**config.mk**
```make
export PLATFORM = sky130hd
export DESIGN_NAME = rapp_fifo
export DESIGN_NICKNAME = d
export VERILOG_FILES = /design/src/rtl/core/rapp_pkg.sv /design/src/rtl/core/rapp_fifo.sv
export SDC_FILE = /design/constraint.sdc
export NUM_CORES = 1
export LEC_CHECK = 0
export BUFFER_PORTS_ARGS = -buffer_cell sky130_fd_sc_hd__buf_2
export CORE_ASPECT_RATIO = 2
export CORE_UTILIZATION = 58
export CTS_BUF_LIST = sky130_fd_sc_hd__clkbuf_4
export CTS_CLUSTER_DIAMETER = 120
export DETAILED_ROUTE_END_ITERATION = 16
export PLACE_DENSITY = 0.83
export SYNTH_ARGS = -nofsm -noshare
export SYNTH_HDL_FRONTEND = slang
export SYNTH_SLANG_ARGS = --single-unit
```
**constraint.sdc**
```tcl
create_clock -name clk -period 2.18 [get_ports clk]
set_clock_uncertainty 0.15 [all_clocks]
set_input_delay 0 -clock clk [delete_from_list [all_inputs] [get_ports clk]]
set_output_delay 0 -clock clk [all_outputs]
set_load 0.1 [all_outputs]
```
**src/rtl/core/rapp_pkg.sv**
```systemverilog
// Shared types, constants and the sine table for the rotate and project core.
package rapp_pkg;

  localparam int COORD_WIDTH_DEF    = 24;
  localparam int TRIG_FRAC_BITS_DEF = 14;
  localparam int DIST_WIDTH         = 23;
  localparam logic [DIST_WIDTH-1:0] DIST_RESET = 23'd7680;
  localparam int FIFO_DEPTH         = 4;

  typedef enum logic [1:0] {
    OP_ROT_X = 2'd0,
    OP_ROT_Y = 2'd1,
    OP_ROT_Z = 2'd2,
    OP_NONE  = 2'd3
  } opcode_t;

  typedef enum logic [1:0] {
    ST_OK   = 2'd0,
    ST_SAT  = 2'd1,
    ST_ZERO = 2'd2
  } status_t;

  // Quarter-wave sine scaled by 65536, rounded.
  function automatic logic [16:0] quarter_sine(input logic [6:0] k);
    logic [16:0] v;
    case (k)
      7'd0: v = 17'd0;      7'd1: v = 17'd1144;   7'd2: v = 17'd2287;
      7'd3: v = 17'd3430;   7'd4: v = 17'd4572;   7'd5: v = 17'd5712;
      7'd6: v = 17'd6850;   7'd7: v = 17'd7987;   7'd8: v = 17'd9121;
      7'd9: v = 17'd10252;  7'd10: v = 17'd11380; 7'd11: v = 17'd12505;
      7'd12: v = 17'd13626; 7'd13: v = 17'd14742; 7'd14: v = 17'd15855;
      7'd15: v = 17'd16962; 7'd16: v = 17'd18064; 7'd17: v = 17'd19161;
      7'd18: v = 17'd20252; 7'd19: v = 17'd21336; 7'd20: v = 17'd22415;
      7'd21: v = 17'd23486; 7'd22: v = 17'd24550; 7'd23: v = 17'd25607;
      7'd24: v = 17'd26656; 7'd25: v = 17'd27697; 7'd26: v = 17'd28729;
      7'd27: v = 17'd29753; 7'd28: v = 17'd30767; 7'd29: v = 17'd31772;
      7'd30: v = 17'd32768; 7'd31: v = 17'd33754; 7'd32: v = 17'd34729;
      7'd33: v = 17'd35693; 7'd34: v = 17'd36647; 7'd35: v = 17'd37590;
      7'd36: v = 17'd38521; 7'd37: v = 17'd39441; 7'd38: v = 17'd40348;
      7'd39: v = 17'd41243; 7'd40: v = 17'd42126; 7'd41: v = 17'd42995;
      7'd42: v = 17'd43852; 7'd43: v = 17'd44695; 7'd44: v = 17'd45525;
      7'd45: v = 17'd46341; 7'd46: v = 17'd47143; 7'd47: v = 17'd47930;
      7'd48: v = 17'd48703; 7'd49: v = 17'd49461; 7'd50: v = 17'd50204;
      7'd51: v = 17'd50931; 7'd52: v = 17'd51643; 7'd53: v = 17'd52339;
      7'd54: v = 17'd53020; 7'd55: v = 17'd53684; 7'd56: v = 17'd54332;
      7'd57: v = 17'd54963; 7'd58: v = 17'd55578; 7'd59: v = 17'd56175;
      7'd60: v = 17'd56756; 7'd61: v = 17'd57319; 7'd62: v = 17'd57865;
      7'd63: v = 17'd58393; 7'd64: v = 17'd58903; 7'd65: v = 17'd59396;
      7'd66: v = 17'd59870; 7'd67: v = 17'd60326; 7'd68: v = 17'd60764;
      7'd69: v = 17'd61183; 7'd70: v = 17'd61584; 7'd71: v = 17'd61966;
      7'd72: v = 17'd62328; 7'd73: v = 17'd62672; 7'd74: v = 17'd62997;
      7'd75: v = 17'd63303; 7'd76: v = 17'd63589; 7'd77: v = 17'd63856;
      7'd78: v = 17'd64104; 7'd79: v = 17'd64332; 7'd80: v = 17'd64540;
      7'd81: v = 17'd64729; 7'd82: v = 17'd64898; 7'd83: v = 17'd65048;
      7'd84: v = 17'd65177; 7'd85: v = 17'd65287; 7'd86: v = 17'd65376;
      7'd87: v = 17'd65446; 7'd88: v = 17'd65496; 7'd89: v = 17'd65526;
      default: v = 17'd65536;
    endcase
    return v;
  endfunction

endpackage

```
**src/rtl/core/rapp_fifo.sv**
```systemverilog
// Short queue between the rotation front end and the projection back end.
module rapp_fifo #(
  parameter int W     = 8,
  parameter int DEPTH = rapp_pkg::FIFO_DEPTH
) (
  input  logic         clk,
  input  logic         rst_n,
  input  logic         wr_en,
  input  logic [W-1:0] wr_data,
  input  logic         rd_en,
  output logic [W-1:0] rd_data,
  output logic         not_empty
);
  localparam int AW = (DEPTH > 1) ? $clog2(DEPTH) : 1;
  logic [W-1:0]  mem_r [DEPTH];
  logic [AW-1:0] wp_r, rp_r;
  logic [AW:0]   cnt_r;

  always_ff @(posedge clk) begin
    if (!rst_n) begin
      wp_r  <= '0;
      rp_r  <= '0;
      cnt_r <= '0;
    end else begin
      if (wr_en) wp_r <= (wp_r == AW'(DEPTH - 1)) ? '0 : wp_r + 1'b1;
      if (rd_en) rp_r <= (rp_r == AW'(DEPTH - 1)) ? '0 : rp_r + 1'b1;
      cnt_r <= cnt_r + (AW+1)'(wr_en) - (AW+1)'(rd_en);
    end
  end

  always_ff @(posedge clk) begin
    if (wr_en) mem_r[wp_r] <= wr_data;
  end

  assign rd_data   = mem_r[rp_r];
  assign not_empty = (cnt_r != '0);
endmodule

```
After elaboration in Yosys (flattened, before gate mapping). Memories as Yosys holds them, arrays and structs flattened. A register that Yosys moved wholly into a read port is not among the register bits. Cells that the tools add are included.

Shift-type cells: 0. Eq/ne operators: 2. Multipliers: 0. Reductions and logical operators: 1. Mux-type cells: 6. $add $sub $neg: 4. Div/mod/pow operators: 0. Magnitude comparators: 0. Bitwise operators: 0.

Operator list (count): $mux W2 (4); $add A2 B1 Y2 const B (2); $eq A2 B2 Y1 const B (2); $add A3 B1 Y3 (1); $reduce_bool A3 Y1 (1); $sub A3 B1 Y3 (1); $mux W1 (2).

Latch bits: 0. Logic and storage cells: 17. Output and inout port bits: 9. Bits in writable memories: 32. Bits in read-only memories: 0. Flip-flop bits (word level): 7. Memories: 1.

Memory list: mem_r (depth 4, bits a word 8, rd ports 1, clocked after Yosys merged registers in 1, write ports 1, line rapp_fifo.sv:15) `logic [W-1:0] mem_r [DEPTH];`.

Logic depth before layout (Yosys ltp). Gate-level depths: netlist (run 1).

Depth after elaboration: 4. Depth in mapped cells: 8.

Worst setup path after synthesis (run 1). OpenSTA, ideal clock, no wires.

Path type: register -> register. Start point: register cnt_r[0]. End point: register cnt_r[2]. Setup time: 0.117 ns. Data arrival time: 1.380 ns. Slack: 0.533 ns. Clock period less this slack: 1.647 ns. Stages on the path, launching flop included: 9. Data required time: 1.913 ns. Path buffers: 0. Cell sequence: dfxtp_1 inv_1 ha_1 inv_1 ha_1 inv_1 fa_1 xnor3_1 nor2_1.

Cells in the longest elaborated chain, start to end: 2.

Ends and longest elaborated chain: start: declaration (line rapp_fifo.sv:17) `logic [AW:0] cnt_r;`; start signal: assignment (line rapp_fifo.sv:27) `cnt_r <= cnt_r + (AW+1)'(wr_en) - (AW+1)'(rd_en);`; $add A3 B1 Y3 (line rapp_fifo.sv:27); $sub A3 B1 Y3 (line rapp_fifo.sv:27).

No other way between the ends. A chain may end at the register's enable or synchronous reset.

==> metrics.md, run 1 <==
| Metric | Value |
|---|---|
| Status | complete, no violations |
| Clock Path Buffers | 2 |
| Clock latency on the worst-skew pair | 350 ps |
| CP Buf/Inv Count | 1 |
| P per Cell Area | 907 nW/um^2 |
| Required @ worst endpoint | 2030 ps |
| VDD IR-drop max | 815 uV |
| Reg2reg setup slack | 270 ps |
| Filler cells | 153 |
| Fmax achieved | 491 MHz |
| Die Ht | 76.3 microns |
| Final Util | 73.9% |
| Largest delay share family, worst path | flip-flops |
| First-pass GRT wire length | 3930 microns |
| Post-CTS setup buffers | 0 |
| Crit-path max cell delay | 670 ps |
| CP Data Arrival Time | 1890 ps |
| GRT Residual Overflow | 0 |
| Total negative slack | 0 ps |
| Initial antenna violation count | 0 |
| LEAKAGE | 0.000723 uW |
| RePlAce Congestion | 0.661 |
| Hold WC Path Type | input pin to flip-flop |
| Worst setup path category | flip-flop to output port |
| DRT iter0 DRCs | 23 |
| Number of core rows | 26 |
| DRC | 0 |
| Via/cell ratio | 5.39 |
| CTS resizes | 0 |
| CP Launch Type | flip-flop |
| Number of synthesized flops with an enable pin | 32 |
| Critical path endpoint category | output port |
| First drt pass iteration count | 4 |
| GRT Total Usage | 20.7% |
| Slowest CP cell | dfxtp_1 |
| Post-layout nets | 141 |
| H-tree levels | 2 |
| Yosys warns | 0 |
| Netlist Area Pre-Place | 1600 sq um |
| Most used DFF post-synth | edfxtp_1 |
| Root buf cell | clkbuf_4 |
| Detailed-route wire length | 2550 microns |
| Die footprint | 2990 sq um |
| Initial core utilization | 62.4% |
| Largest net degree at the start of global routing | 13 |
| Fin. Hold Viols | 0 |
| Via Count | 808 |
| Share of cells above drive strength 1 | 28.7% |
| IO Port Bufs | 20 |
| Cell variety after synth | 16 |
| Final setup violating endpoints | 0 |
| Placement Setup Slack | 399 ps |
| CTS Sinks | 41 |
| RSZ-0062 raised after global routing | false |
| Area after DPL | 1720 sq um |
| I/O pins | 21 |
| Post-DP HPWL | 1800 microns |
| Synthesized flop and latch total | 41 |
| CTS tree | yes |
| Final min period | 2040 ps |
| DRT antenna net count | 0 |
| Num CTS Buffers | 5 |
| PnR worst setup slack | 144 ps |
| Syn nets | 104 |
| Area Growth Syn to Fin | 18.4% |
| N_diodes | 0 |
| CP max FO | 8 |
| Hold buffers post-CTS | 12 |
| Multi-input logic area | 423 sq um |
| Syn Area/Cell | 19.1 sq um |
| Clock transition at path regs | 120 ps |
| Most frequent cells in the layout | edfxtp_1, buf_2, dlygate4sd3_1 |
| Chip Width | 39.2 microns |
| Post-synth ARST share | 0% |
| Sequential area share after synthesis | 71.2% |
| Gate Count Post-Synth | 84 |
| Commonest non-fill, non-tap cell in the layout | edfxtp_1 |
| Core ar. | 2570 sq um |
| Final Max Tran Viols | 0 |
| Slew HR | 64.2% |
| WL per Instance | 17.0 microns |
| Crit-path cells | mux4_2, buf_2 |
| Register area | 1140 sq um |
| Worst Tran Pin Value | 536 ps |
| Max_cap viols | 0 |
| Fin area | 1900 sq um |
| Vias in the first global route | 870 |
| Final period utilization | 93.4% |
## power breakdown
group / switching, uW / internal, uW
combinational: 291 / 132
clock: 222 / 149
sequential: 34.2 / 893
total: 547 / 1170
## area by class of cell
class / count / area share (%)
sequential: 41 / 60.1
multi-input combinational: 35 / 22.3
timing repair buffer: 32 / 11.6
clock buffer: 7 / 2.77
tap: 28 / 1.85
inverter: 6 / 1.19
clock inverter: 1 / 0.198
## routing by layer
| metal | GRT usage (%) | share of wire (%) | vias up |
|---|---|---|---|
| met2 | 35.0 | 59 | 24 |
| met4 | 11.4 | 2.2 | 0 |
| met3 | 6.12 | 3.8 | 5 |
| li1 | - | - | 389 |
| met5 | 0 | 0 | - |
| met1 | 20.6 | 35 | 390 |
## logic make-up after synthesis
kind of cell               share of synthesized area (%)
AOI/OAI and AO/OA                                  0.625
buffers and inverters                               2.42
and+or+nand+nor                                     5.15
xor gates and xnor gates                            1.41
DFF                                                 71.2
muxes                                               12.5
adders and majority gates                           6.71
## worst reg2reg max path, delay by kind of cell, from the launching register on
family | cells | cell delay [ps]
buffers and inverters | 3 | 650
adder cells (fa/ha/maj) | 2 | 540
flip-flops | 1 | 350
AND/OR/NAND/NOR | 1 | 140
## metrics by stage
stage / hold slack [ps] / power (uW) / std cells
after floorplan: -51.1 / 1280 / 84
after global placement: 59.5 / 1340 / 130
after detailed placement: 76.0 / 1350 / 130
after CTS: 242 / 1740 / 150
after global routing: 253 / 1790 / 150
final: 249 / 1720 / 150
## flip-flops by register name, indices dropped and copies added (netlist names), named ones only
name and count:
mem_r 32, cnt_r 3, rp_r 2, wp_r 2
## synth_stat cells, drive strengths merged (2+ instances only)
| cell type | instances | area (sq um) |
|---|---|---|
| a21oi | 2 | 10.0 |
| and2 | 5 | 31.3 |
| dfxtp | 9 | 180 |
| edfxtp | 32 | 961 |
| ha | 7 | 87.6 |
| inv | 6 | 22.5 |
| mux2i | 2 | 20.0 |
| mux4 | 8 | 180 |
| nand2b | 2 | 12.5 |
| nor2 | 4 | 15.0 |
| or3b | 2 | 17.5 |
## path summary, 6_finish.rpt
path,end,depth (start not counted),startpoint
max,rd_data[3],2,flip-flop
min,mem_r[3][6],2,wr_data[6]
max reg2reg,cnt_r[0],6,cnt_r[0]
min reg2reg,rp_r[0],2,rp_r[0]
(Power assumes the default switching activity.)
==> inputs of run 2 (changes only) <==
- PLACE_DENSITY: 0.83 -> 0.82
==> metrics.md, run 2 (synthesis results as in run 1) <==
| Metric | Value |
|---|---|
| Status | complete, no violations |
| Post-CTS setup buffers | 0 |
| Final Max Tran Viols | 0 |
| Post-layout nets | 141 |
| Clock transition at path regs | 120 ps |
| CTS Sinks | 41 |
| RePlAce Congestion | 0.635 |
| Most frequent cells in the layout | edfxtp_1, buf_2, dlygate4sd3_1 |
| Commonest non-fill, non-tap cell in the layout | edfxtp_1 |
| Largest delay share family, worst path | flip-flops |
| Net Sw Frac | 33.1% |
| Via/cell ratio | 5.51 |
| Core ar. | 2570 sq um |
| GRT Residual Overflow | 0 |
| Total power draw | 1710 uW |
| R2r startpoint | cnt_r[0] |
| First drt pass iteration count | 4 |
| Fmax achieved | 492 MHz |
| Area after DPL | 1720 sq um |
| Number of core rows | 26 |
| Required @ worst endpoint | 2030 ps |
| Vias in the first global route | 854 |
| Share of cells above drive strength 1 | 29.5% |
| Die Ht | 76.3 microns |
| Final period utilization | 93.2% |
| Num CTS Buffers | 5 |
| Total negative slack | 0 ps |
| FF-to-FF path depth | 6 |
| Max_cap viols | 0 |
| Largest registers | mem_r (32), cnt_r (3) |
| Comb pwr share | 25.0% |
| Largest net degree at the start of global routing | 14 |
| CP Data Arrival Time | 1880 ps |
| First-pass GRT wire length | 3770 microns |
| Flop pwr share | 54.0% |
| Final setup violating endpoints | 0 |
| Worst setup path category | flip-flop to output port |
| DRT iter0 DRCs | 39 |
| Final Util | 73.8% |
| Root buf cell | clkbuf_4 |
| DRT antenna net count | 0 |
| Detailed-route wire length | 2400 microns |
| CP Buf/Inv Count | 1 |
| Post-DP HPWL | 1650 microns |
| CP Launch Type | flip-flop |
| Slew HR | 65.0% |
| VDD IR-drop max | 622 uV |
| Final min period | 2030 ps |
| RSZ-0062 raised after global routing | false |
| Clock Path Buffers | 2 |
| Worst Tran Pin Value | 524 ps |
| IO Port Bufs | 20 |
| Via Count | 826 |
| LEAKAGE | 0.000720 uW |
| CP max FO | 8 |
| Fin area | 1900 sq um |
| Clock latency on the worst-skew pair | 340 ps |
| Hold WC Path Type | input pin to flip-flop |
| Clock power share | 21.0% |
| Number of flip-flops in the largest register | 32 |
| P per Cell Area | 904 nW/um^2 |
| DRC | 0 |
| Area Growth Syn to Fin | 18.3% |
| Hold Path Origin | wr_data[7] |
| I/O pins | 21 |
| Top reg by flops | mem_r |
| Chip Width | 39.2 microns |
| WL per Instance | 16.0 microns |
| H-tree levels | 2 |
| Fin. Hold Viols | 0 |
| Crit-path max cell delay | 670 ps |
| Slowest CP cell | dfxtp_1 |
| Filler cells | 145 |
| Crit-path cells | mux4_2, buf_2 |
| GRT Total Usage | 19.3% |
| Hold endpoint | mem_r[0][7] |
| Hold depth | 2 |
| PnR worst setup slack | 149 ps |
| Initial core utilization | 62.4% |
| Reg2reg setup slack | 280 ps |
| CTS tree | yes |
| NetSw | 567 uW |
| Initial antenna violation count | 0 |
| P_int | 1150 uW |
| Placement Setup Slack | 433 ps |
| Critical path endpoint category | output port |
| N_diodes | 0 |
| Die footprint | 2990 sq um |
| R2R Path End | cnt_r[0] |
run 2: cell count changes in the layout (fill, tap and decap cells not counted):
cell        previous run  this run
clkinv_1               1         0
clkbuf_4               7         5
clkinv_2               0         2
clkinvlp_4             0         1
run 2: layer usage:
metal  vias to the layer above  GRT usage [%]  share of wire [%]
met5                         -              0                  0
met1                       400           20.9                 38
met4                         0           11.4                2.2
met2                        30           32.3                 55
met3                         5           3.50                4.9
li1                        391              -                  -
run 2: worst reg2reg max path, cell delays in order, from the launching register on:
cell and delay (ps):
dfxtp_1 350, inv_1 40, ha_1 260, inv_1 40, ha_1 260, and2_1 140
dlygate4sd3_1 560
run 2: how the worst max path moves through the flow:
stage | start | end | slack [ps] | cells after the start
after CTS | flip-flop | rd_data[7] | 100 | 2
after floorplan | cnt_r[0] | cnt_r[2] | 530 | 8
after global placement | cnt_r[0] | cnt_r[2] | 510 | 8
final | flip-flop | rd_data[7] | 150 | 2
after detailed placement | cnt_r[0] | cnt_r[2] | 430 | 8
after global routing | flip-flop | rd_data[5] | 40 | 2
run 2: layout make-up:
type	count	area [sq um]	area share [%]
clock buffer	5	37.5	1.98
clock inverter	3	17.5	0.923
inverter	6	22.5	1.19
multi-input combinational	35	423	22.3
sequential	41	1140	60.2
tap	28	35.0	1.85
timing repair buffer	32	220	11.6
run 2: power by group through the flow:
stage	Clock (uW)	Sequential (uW)	Combinational (uW)
floorplan	0	928	356
global placement	0	940	392
detailed placement	0	945	409
CTS	366	927	429
global route	387	932	450
finish	359	926	429
run 2: metrics by stage:
| step | hold WS, ps | instances |
|---|---|---|
| final | 250 | 150 |
| after floorplan | -51.1 | 84 |
| after detailed placement | 72.2 | 130 |
| after CTS | 241 | 150 |
| after global placement | 59.7 | 130 |
| after global routing | 251 | 150 |
run 2: what timing repair did:
item | 4_1_cts | 5_1_grt
resized for setup | 0 | 0
endpoints found under the hold margin | 41 | 0
hold buffers | 12 | 0
==> inputs of run 3 (changes only) <==
--- a/constraint.sdc
+++ b/constraint.sdc
@@ -4,2 +4,2 @@
 set_output_delay 0 -clock clk [all_outputs]
-set_load 0.1 [all_outputs]
+set_load 0.01 [all_outputs]
==> metrics.md, run 3 (synthesis results as in run 1) <==
| Metric | Value |
|---|---|
| I/O pins | 21 |
| DRT iter0 DRCs | 17 |
| RePlAce Congestion | 0.623 |
| Slew HR | 62.8% |
| Final Max Tran Viols | 0 |
| Worst Tran Pin Value | 558 ps |
| IO Port Bufs | 20 |
| Chip Width | 39.2 microns |
| Core ar. | 2570 sq um |
| CTS Sinks | 41 |
| RSZ-0062 raised after global routing | false |
| Final min period | 1920 ps |
| Root buf cell | clkbuf_4 |
| VDD IR-drop max | 652 uV |
| Initial antenna violation count | 0 |
| Die footprint | 2990 sq um |
| Largest registers | mem_r (32), cnt_r (3) |
| DRT antenna net count | 0 |
| CP max FO | 2 |
| Status | complete, no violations |
| Required @ worst endpoint | 2260 ps |
| Total power draw | 1630 uW |
| Initial core utilization | 62.4% |
| GRT Residual Overflow | 0 |
| Fin. Hold Viols | 0 |
| Final period utilization | 88.0% |
| Max_cap viols | 0 |
| Top reg by flops | mem_r |
| Clock transition at path regs | 120 ps |
| Total negative slack | 0 ps |
| CP Launch Type | flip-flop |
| CP Data Arrival Time | 2000 ps |
| Fin area | 1920 sq um |
| Area after DPL | 1720 sq um |
| CTS tree | yes |
| Number of flip-flops in the largest register | 32 |
| P per Cell Area | 848 nW/um^2 |
| Final setup violating endpoints | 0 |
| First-pass GRT wire length | 4150 microns |
| Via/cell ratio | 5.33 |
| Hold WC Path Type | input pin to flip-flop |
| Fmax achieved | 521 MHz |
| Via Count | 799 |
| N_diodes | 0 |
| GRT Total Usage | 21.4% |
| Critical path endpoint category | flip-flop |
| Clock latency on the worst-skew pair | 330 ps |
| Post-DP HPWL | 1650 microns |
| H-tree levels | 2 |
| First drt pass iteration count | 4 |
| Number of core rows | 26 |
| Post-CTS setup buffers | 0 |
| WL per Instance | 17.0 microns |
| Hold buffers post-CTS | 12 |
| Num CTS Buffers | 5 |
| Worst setup path category | flip-flop to flip-flop |
| Vias in the first global route | 893 |
| Share of cells above drive strength 1 | 28.7% |
| Largest net degree at the start of global routing | 14 |
| Most frequent cells in the layout | edfxtp_1, buf_2, dlygate4sd3_1 |
| Area Growth Syn to Fin | 19.8% |
| Post-layout nets | 141 |
| Detailed-route wire length | 2560 microns |
| DRC | 0 |
| CTS resizes | 0 |
| LEAKAGE | 0.000728 uW |
| Die Ht | 76.3 microns |
| Clock Path Buffers | 2 |
| Commonest non-fill, non-tap cell in the layout | edfxtp_1 |
==> run 3: cell count changes in the layout (fill, tap and decap cells not counted) <==
cell	previous run	this run
bufinv_16	0	1
clkinv_1	0	1
clkinv_2	2	0
==> run 3: worst paths after layout <==
kind | startpoint | endpoint | slack, ps | depth (start not counted)
setup reg to reg | cnt_r[0] | cnt_r[0] | 260 | 6
setup / recovery | cnt_r[0] | cnt_r[0] | 260 | 6
hold reg to reg | rp_r[0] | flip-flop | 370 | 2
hold / removal | wr_data[7] | mem_r[3][7] | 250 | 2
==> run 3: through the flow <==
step	util [%]	hold WS [ps]	instances	worst slack (ps)
floorplan	-	-51.1	84	533
global placement	67.0	59.7	130	515
detailed placement	67.0	71.9	130	411
CTS	74.7	241	150	208
global route	74.7	260	150	134
finish	74.7	252	150	261
==> run 3: critical path: stages, from the launching register on <==
cell,delay [ps]
dfxtp_1,350
inv_1,50
ha_1,280
inv_1,40
ha_1,260
and2_1,140
dlygate4sd3_1,550
==> run 3: report_power, final <==
group,internal (uW),total (uW),switching [uW]
Clock,237,475,238
Sequential,893,926,33.2
Combinational,132,228,95.3
Total,1260,1630,366
==> run 3: per-layer routing <==
metal,track usage (%),wire length [microns],up-vias
met4,12.4,57,0
met3,4.37,85,6
met1,25.2,995,383
met5,0,0,-
li1,-,-,389
met2,34.2,1420,21
==> run 3: cell type report <==
| class | count | area [sq um] |
|---|---|---|
| Timing Repair Buffer | 32 | 220 |
| Inverter | 6 | 22.5 |
| Fill cell | 151 | 649 |
| Clock buffer | 5 | 37.5 |
| Sequential cell | 41 | 1140 |
| Multi-Input combinational cell | 35 | 423 |
| Clock inverter | 3 | 41.3 |
| Tap cell | 28 | 35.0 |
